**config.mk**
```make
export PLATFORM = sky130hd
export DESIGN_NAME = prwa_front
export DESIGN_NICKNAME = d
export VERILOG_FILES = /design/src/rtl/prwa_pkg.sv /design/src/rtl/prwa_front.sv
export SDC_FILE = /design/constraint.sdc
export NUM_CORES = 1
export LEC_CHECK = 0
export BUFFER_PORTS_ARGS = -buffer_cell sky130_fd_sc_hd__buf_2
export CORE_ASPECT_RATIO = 1.4
export CORE_MARGIN = 5
export CORE_UTILIZATION = 40
export DETAILED_ROUTE_END_ITERATION = 10
export PLACE_DENSITY = 0.64
export SYNTH_ARGS = -nofsm -noshare
export SYNTH_HDL_FRONTEND = slang
export SYNTH_SLANG_ARGS = --single-unit
```
**constraint.sdc**
```tcl
create_clock -name clk -period 16.9 [get_ports clk]
set_input_delay 0.845 -clock clk [delete_from_list [all_inputs] [get_ports clk]]
set_output_delay 0.845 -clock clk [all_outputs]
set_load 0.02 [all_outputs]
```
**src/rtl/prwa_pkg.sv**
```systemverilog
`default_nettype none
package prwa_pkg;

  typedef struct packed {
    logic [2:0]  action;
    logic [63:0] key;
    logic [31:0] peer_ip;
    logic [15:0] peer_port;
  } req_t;

  typedef struct packed {
    logic [2:0]  status;
    logic [31:0] found_ip;
    logic [15:0] found_port;
    logic [8:0]  evicted_count;
  } rsp_t;

  localparam logic [2:0] ACT_JOIN  = 3'd0;
  localparam logic [2:0] ACT_LEAVE = 3'd1;
  localparam logic [2:0] ACT_QUERY = 3'd2;
  localparam logic [2:0] ACT_PONG  = 3'd3;
  localparam logic [2:0] ACT_TICK  = 3'd4;

  localparam logic [2:0] ST_OK        = 3'd0;
  localparam logic [2:0] ST_JOIN_ERR  = 3'd1;
  localparam logic [2:0] ST_LEAVE_ERR = 3'd2;
  localparam logic [2:0] ST_QUERY_ERR = 3'd3;
  localparam logic [2:0] ST_PONG_ERR  = 3'd4;
  localparam logic [2:0] ST_CMD_ERR   = 3'd5;

  localparam logic [8:0]  COUNT_MAX     = 9'd511;
  localparam logic [30:0] TIMEOUT_RESET = 31'd30;

endpackage
`default_nettype wire

```
**src/rtl/prwa_front.sv**
```systemverilog
`default_nettype none
// Request queue: two-entry FIFO between the port and the table engine.
module prwa_front (
  input  wire logic           clk,
  input  wire logic           rst_n,
  input  wire logic           in_valid,
  output logic                in_ready,
  input  wire prwa_pkg::req_t in_data,
  output logic                q_valid,
  input  wire logic           q_ready,
  output prwa_pkg::req_t      q_data
);
  prwa_pkg::req_t buf_r [2];
  logic           wp_r, rp_r;
  logic [1:0]     cnt_r;
  logic           push, pop;

  assign in_ready = (cnt_r != 2'd2);
  assign q_valid  = (cnt_r != 2'd0);
  assign q_data   = buf_r[rp_r];
  assign push     = in_valid && in_ready;
  assign pop      = q_valid && q_ready;

  always_ff @(posedge clk) begin
    if (push) begin
      buf_r[wp_r] <= in_data;
    end
    if (!rst_n) begin
      wp_r  <= 1'b0;
      rp_r  <= 1'b0;
      cnt_r <= 2'd0;
    end else begin
      if (push) wp_r <= ~wp_r;
      if (pop) rp_r <= ~rp_r;
      cnt_r <= cnt_r + {1'b0, push} - {1'b0, pop};
    end
  end
endmodule
`default_nettype wire

```
==> flow_metrics.py, run 1 <==
metrics = {
    "clock_network": {
        "cts_max_level": 1,
        "clk_pin_slew_ns": 0.06,
        "cts.path.max_buffers": 3,
        "cts_tree": "yes",
        "hold_buffers": 0,
        "numCtsBuffers": 22,
        "cts_root_buf": "clkbuf_16",
        "cts_sinks": 235,
        "post_cts_buffers": 0,
        "clock_latency_ns": 0.49,
        "ctsResizeCount": 0,
    },
    "route": {
        "viasPerCell": 4.588,
        "drtPass1Iterations": 4,
        "wl_per_cell_um": 17.36,
        "drt-initial-drc-count": 175,
        "ant_nets": 0,
        "drt_wl_total_um": 16390,
        "route.detailed.drc": 0,
        "via_count": 4331,
    },
    "timing": {
        "period_share": 0.2197,
        "slew_viol_final": 0,
        "hold_violations": 0,
        "rsz0062_at_grt": "no",
        "tightest_slew_ns": 0.9794,
        "finClkSkew_ns": 0.01086,
        "clock.fmax_ghz": 0.2693,
        "period_needed_ns": 3.714,
        "fin_hold_ws_ns": 0.5369,
        "relSlewSlack": 0.3471,
        "finalWorstSetupSlack_ns": 13.19,
        "tns_ns": 0,
        "setup_viol": 0,
    },
    "global_routing": {
        "grt_start_max_net_pins": 73,
        "grt_pass1_vias": 4870,
        "antenna_found_initial": 0,
        "gr-total-overflow": 0,
        "grt_use_total": 0.1263,
        "grt_pass1_wl_um": 24810,
    },
    "worst_hold_path": {
        "whs_endpoint": "buf_r[1][26]",
        "whs_path_depth": 1,
        "hold_class": "in -> reg",
        "hold_start": "in_data[26]",
    },
    "pwr": {
        "intPower_mw": 1.198,
        "power.density_mw_per_mm2": 153.3,
        "power_mw": 1.673,
        "p_leak_nw": 4.133,
        "clkPwrFrac": 0.281,
        "combPwrFrac": 0.257,
        "seqPwrFrac": 0.462,
        "p_sw_frac": 0.2842,
        "vdd_drop_max_mv": 0.1253,
        "p_sw_mw": 0.4754,
    },
    "setup_path": {
        "rrSetupSlack_ns": 14.30,
        "cp-start-kind": "flop",
        "crit_fanout": 59,
        "r2r-end": "buf_r[0][106]",
        "worstSetupEndpointType": "output port",
        "reg2reg_depth": 5,
        "crit_required_ns": 16.06,
        "path_class": "reg -> out",
        "worstPathArrival_ns": 2.87,
        "reg2reg_from": "cnt_r[0]",
    },
    "final_layout": {
        "fin_util": 0.5030,
        "final_area_mm2": 0.01092,
        "nNetsFinal": 753,
        "area_delta_synth_final_pct": 25.00,
        "antenna_cells_inserted": 0,
        "fin_cells": 944,
        "drive_above_1_share": 0.5997,
        "n_fill_cell": 1784,
    },
    "floorplanning": {
        "rows": 64,
        "initial_utilization": 0.4024,
        "ioPinCount": 236,
        "design.die.area_mm2": 0.02493,
        "fp.coreArea_mm2": 0.02170,
        "die_w_um": 134.9,
        "die_h_um": 184.8,
    },
    "place": {
        "portBuffers": 235,
        "postPlaceCellArea_mm2": 0.01022,
        "place_inst": 905,
        "hpwlAfterDp_um": 11140,
        "dpl_worst_slack_ns": 13.64,
        "gp_congestion": 0.7002,
    },
    "synth": {
        "synthCells": 382,
        "synth.avg_cell_area_um2": 22.86,
        "synth_cell_types": 18,
        "yosys_warnings": 0,
        "synth_area_mm2": 0.008732,
        "ys_seq_elements": 235,
        "synth-seq-area-share": 0.8024,
        "syn_nets": 503,
    },
    "job": {
        "max-cap-violations": 0,
    },
    "status": {
        "run_status": "complete, no violations",
    },
}
worst max-delay path, cell delays in order (launching register included):
cell	delay (ns)
dfxtp_4	0.94
buf_4	0.77
mux2_2	0.41
buf_2	0.16
worst max-delay path by stage:
stage                   from          end  slack [ns]  depth (start not counted)
floorplan           in_valid  buf_r[0][0]       10.58                          2
global placement        flop   q_data[31]       13.65                          3
detailed placement      flop   q_data[14]       13.64                          3
CTS                     flop   q_data[14]       13.09                          3
global route            flop   q_data[19]       12.99                          3
finish                  flop   q_data[47]       13.19                          3
metal layers:
metal  vias to the layer above  wire, um  GRT usage
li1                       2010         -          -
met1                      2136      5566     0.1298
met5                         -         0          0
met2                       164      9077     0.2384
met3                        21      1462    0.04565
met4                         0       278    0.03708
power groups by stage:
stage	clock, mW	sequential (mW)	combinational, mW
after global placement	0	0.781	0.435
final	0.470	0.772	0.431
after CTS	0.485	0.775	0.440
after detailed placement	0	0.787	0.439
after floorplan	0	0.770	0.331
after global routing	0.511	0.781	0.460
registers in the layout (all words and copies together) (netlist names), named ones only:
register,flops
buf_r,230
rp_r,1
wp_r,1
cnt_r,2
cells in the mapped netlist:
| master | number | share of area |
|---|---|---|
| edfxtp_1 | 230 | 0.79 |
| mux2_2 | 65 | 0.084 |
| mux2_4 | 50 | 0.086 |
| buf_6 | 7 | 0.0090 |
| buf_2 | 6 | 0.0034 |
| dfxtp_1 | 5 | 0.011 |
| xnor2_1 | 3 | 0.0030 |
| and2_1 | 2 | 0.0014 |
| ha_1 | 2 | 0.0029 |
| nand2_1 | 2 | 0.00086 |
| nand2b_1 | 2 | 0.0014 |
| nor2b_1 | 2 | 0.0014 |
| and3_1 | 1 | 0.00072 |
| inv_1 | 1 | 0.00043 |
| mux2i_1 | 1 | 0.0011 |
| nor2_1 | 1 | 0.00043 |
| o21a_1 | 1 | 0.00086 |
| or2_2 | 1 | 0.00072 |
layout by cell type (no fill, tap or decap), types with 3 or more instances in the layout:
cell type,instances
buf_4,4
xnor2_1,3
clkbuf_1,7
dfxtp_1,4
clkbuf_16,23
mux2_2,65
edfxtp_1,230
mux2_4,50
buf_2,235
clkbuf_8,3
area by class of cell:
type,instances,area (um2),share of cell area
clock inverters,6,55.05,0.005044
flip-flops and latches,235,7010,0.6422
inverters,1,3.754,0.0003439
clock buffers,33,643.1,0.05892
repair buffers,239,1206,0.1105
multi-input cells,133,1625,0.1489
well taps,297,371.6,0.03404
logic make-up (layout without fill, tap and decap cells):
| group | after synthesis | in the layout | share of synthesized area |
|---|---|---|---|
| AOI/OAI and AO/OA | 1 | 1 | 0.0008600 |
| xor gates and xnor gates | 3 | 3 | 0.003010 |
| adders and majority gates | 2 | 2 | 0.002865 |
| buffers and inverters | 14 | 279 | 0.01290 |
| DFF | 235 | 235 | 0.8024 |
| muxes | 116 | 116 | 0.1709 |
| and+or+nand+nor | 11 | 11 | 0.007021 |
No activity file was read; power rests on OpenSTA's default activity.
==> run 2, diff against run 1 <==
ABC_AREA = 1   (was default)
clock period = 3.9 ns   (was 16.9 ns; I/O delays follow)
==> flow_metrics.py, run 2 <==
metrics = {
    "final_layout": {
        "multi_input_comb_area_mm2": 0.001604,
        "seqCellArea_mm2": 0.007010,
        "drive_above_1_share": 0.4987,
        "reg.largest.list": "buf_r: 230 flops, cnt_r: 2 flops",
        "layout_common_cells": "buf_2, edfxtp_1, dlygate4sd3_1",
        "largest_register_ff_count": 230,
        "final_common_cell": "buf_2",
        "nNetsFinal": 885,
        "n_fill_cell": 1655,
        "regMostFlops": "buf_r",
        "fin_util": 0.5578,
        "area_delta_synth_final_pct": 38.52,
    },
    "global_routing": {
        "antenna_found_initial": 1,
        "grt_start_max_net_pins": 74,
        "gr-total-overflow": 0,
        "grt_pass1_vias": 5452,
        "grt_pass1_wl_um": 27740,
        "grt_use_total": 0.1409,
    },
    "floorplanning": {
        "fp.coreArea_mm2": 0.02170,
        "ioPinCount": 236,
        "initial_utilization": 0.4027,
        "die_w_um": 134.9,
        "rows": 64,
        "design.die.area_mm2": 0.02494,
        "die_h_um": 184.9,
    },
    "setup_path": {
        "path_cells": "buf_4, mux2_2, buf_2",
        "worstPathArrival_ns": 2.41,
        "path_class": "reg -> out",
        "reg2reg_from": "cnt_r[0]",
        "critPathSlowestCell": "dfxtp_4",
        "rrSetupSlack_ns": 1.86,
        "crit_fanout": 52,
        "cpLargestDelayFamily": "flip-flops",
        "crit_required_ns": 3.70,
        "worstSetupEndpointType": "output port",
        "cp-start-kind": "flop",
        "slowest_delay_ns": 0.82,
        "critPathBufInv": 2,
    },
    "timing": {
        "tns_ns": 0,
        "clock.fmax_ghz": 0.3839,
        "finClkSkew_ns": 0.009920,
        "finalWorstSetupSlack_ns": 1.295,
        "period_share": 0.6679,
        "tightest_slew_ns": 1.018,
        "relSlewSlack": 0.3212,
        "slew_viol_final": 0,
        "fin_hold_ws_ns": 0.4250,
        "hold_violations": 0,
        "setup_viol": 0,
        "period_needed_ns": 2.605,
        "rsz0062_at_grt": "no",
    },
    "status": {
        "run_status": "complete, no violations",
    },
    "synth": {
        "yosys_warnings": 0,
        "synthArstFlopShare": 0,
        "syn_nets": 515,
        "ys_seq_elements": 235,
        "synthFlopType": "edfxtp_1",
        "synthMostInstantiatedCell": "edfxtp_1",
        "synth_edf_count": 230,
        "synth_top_area_frac": 0.7904,
        "synth-seq-area-share": 0.8018,
        "synthCells": 394,
        "synth.avg_cell_area_um2": 22.18,
        "synth_cell_types": 12,
        "synthTopCellsByCount": "edfxtp_1, mux2_2, mux2_4, nand2_1, nor2_1",
        "synth_area_leader_cell": "edfxtp_1",
        "yosys-top-cells-area": "edfxtp_1, mux2_4, mux2_2, dfxtp_1, buf_6",
        "synth_area_mm2": 0.008738,
    },
    "pwr": {
        "p_leak_nw": 4.657,
        "vdd_drop_max_mv": 0.4594,
        "power_mw": 7.329,
        "power.density_mw_per_mm2": 605.5,
    },
    "route": {
        "route.detailed.drc": 0,
        "via_count": 4866,
        "wl_per_cell_um": 17.03,
        "drtPass1Iterations": 4,
        "ant_nets": 0,
        "drt_wl_total_um": 18290,
        "drt-initial-drc-count": 187,
        "viasPerCell": 4.531,
    },
    "worst_hold_path": {
        "hold_class": "in -> reg",
        "hold_start": "in_data[106]",
    },
    "job": {
        "max-cap-violations": 0,
    },
    "clock_network": {
        "cts_tree": "yes",
        "post_cts_buffers": 0,
        "cts_root_buf": "clkbuf_16",
        "clock_latency_ns": 0.49,
        "cts_sinks": 235,
        "clk_pin_slew_ns": 0.06,
        "cts.path.max_buffers": 3,
        "cts_max_level": 1,
        "numCtsBuffers": 23,
        "ctsResizeCount": 0,
        "hold_buffers": 118,
    },
    "place": {
        "dpl_worst_slack_ns": 1.767,
        "gp_congestion": 0.8101,
        "portBuffers": 235,
        "hpwlAfterDp_um": 11770,
    },
}
run 2: cell count changes after synthesis, moves of 2 or more:
| cell | delta |
|---|---|
| a21oi_1 | +2 |
| and2_1 | -2 |
| inv_1 | +6 |
| nand2_1 | +7 |
| nand2b_1 | -2 |
| nand3_1 | +3 |
| nor2_1 | +7 |
| nor2b_1 | -2 |
| xnor2_1 | -3 |
run 2: final timing paths:
| check | to | cells after the start |
|---|---|---|
| worst max register to register | buf_r[1][38] | 5 |
| worst min register to register | flop | 2 |
| worst min-delay path | buf_r[0][106] | 2 |
| worst max-delay path | q_data[19] | 3 |
run 2: metal layers:
layer	GRT usage	routed length, um	part of all wire	vias up
met3	0.03641	1276	0.070	29
met4	0.03790	368	0.020	0
met2	0.2689	10190	0.56	183
met1	0.1536	6455	0.35	2372
met5	0	0	0	-
li1	-	-	-	2282
run 2: cell families after synthesis:
logic type	share of synthesized area
flip-flops	0.8018
multiplexers	0.1697
buffers and inverters	0.01547
AND/OR/NAND/NOR	0.009020
AO/OA/AOI/OAI	0.001146
adder cells (fa/ha/maj)	0.002863
run 2: metrics by stage:
step | instance area [um2] | instances
final | 12100 | 1074
after floorplan | 8746 | 394
after detailed placement | 10250 | 918
after CTS | 12100 | 1073
after global placement | 10250 | 918
after global routing | 12100 | 1074
run 2: layout make-up:
| class | instances | share of cell area |
|---|---|---|
| clock inverter | 9 | 0.005995 |
| clock buffer | 28 | 0.04910 |
| antenna | 1 | 0.0002067 |
| inverter | 7 | 0.002378 |
| timing repair buffer | 358 | 0.1999 |
| tap | 297 | 0.03070 |
| multi-input combinational | 139 | 0.1325 |
| sequential | 235 | 0.5792 |
run 2: power by group:
part	internal, mW	switching, mW	leakage, nW
sequential	3.20	0.155	2.19
combinational	0.860	1.12	2.14
clock	1.14	0.854	0.324
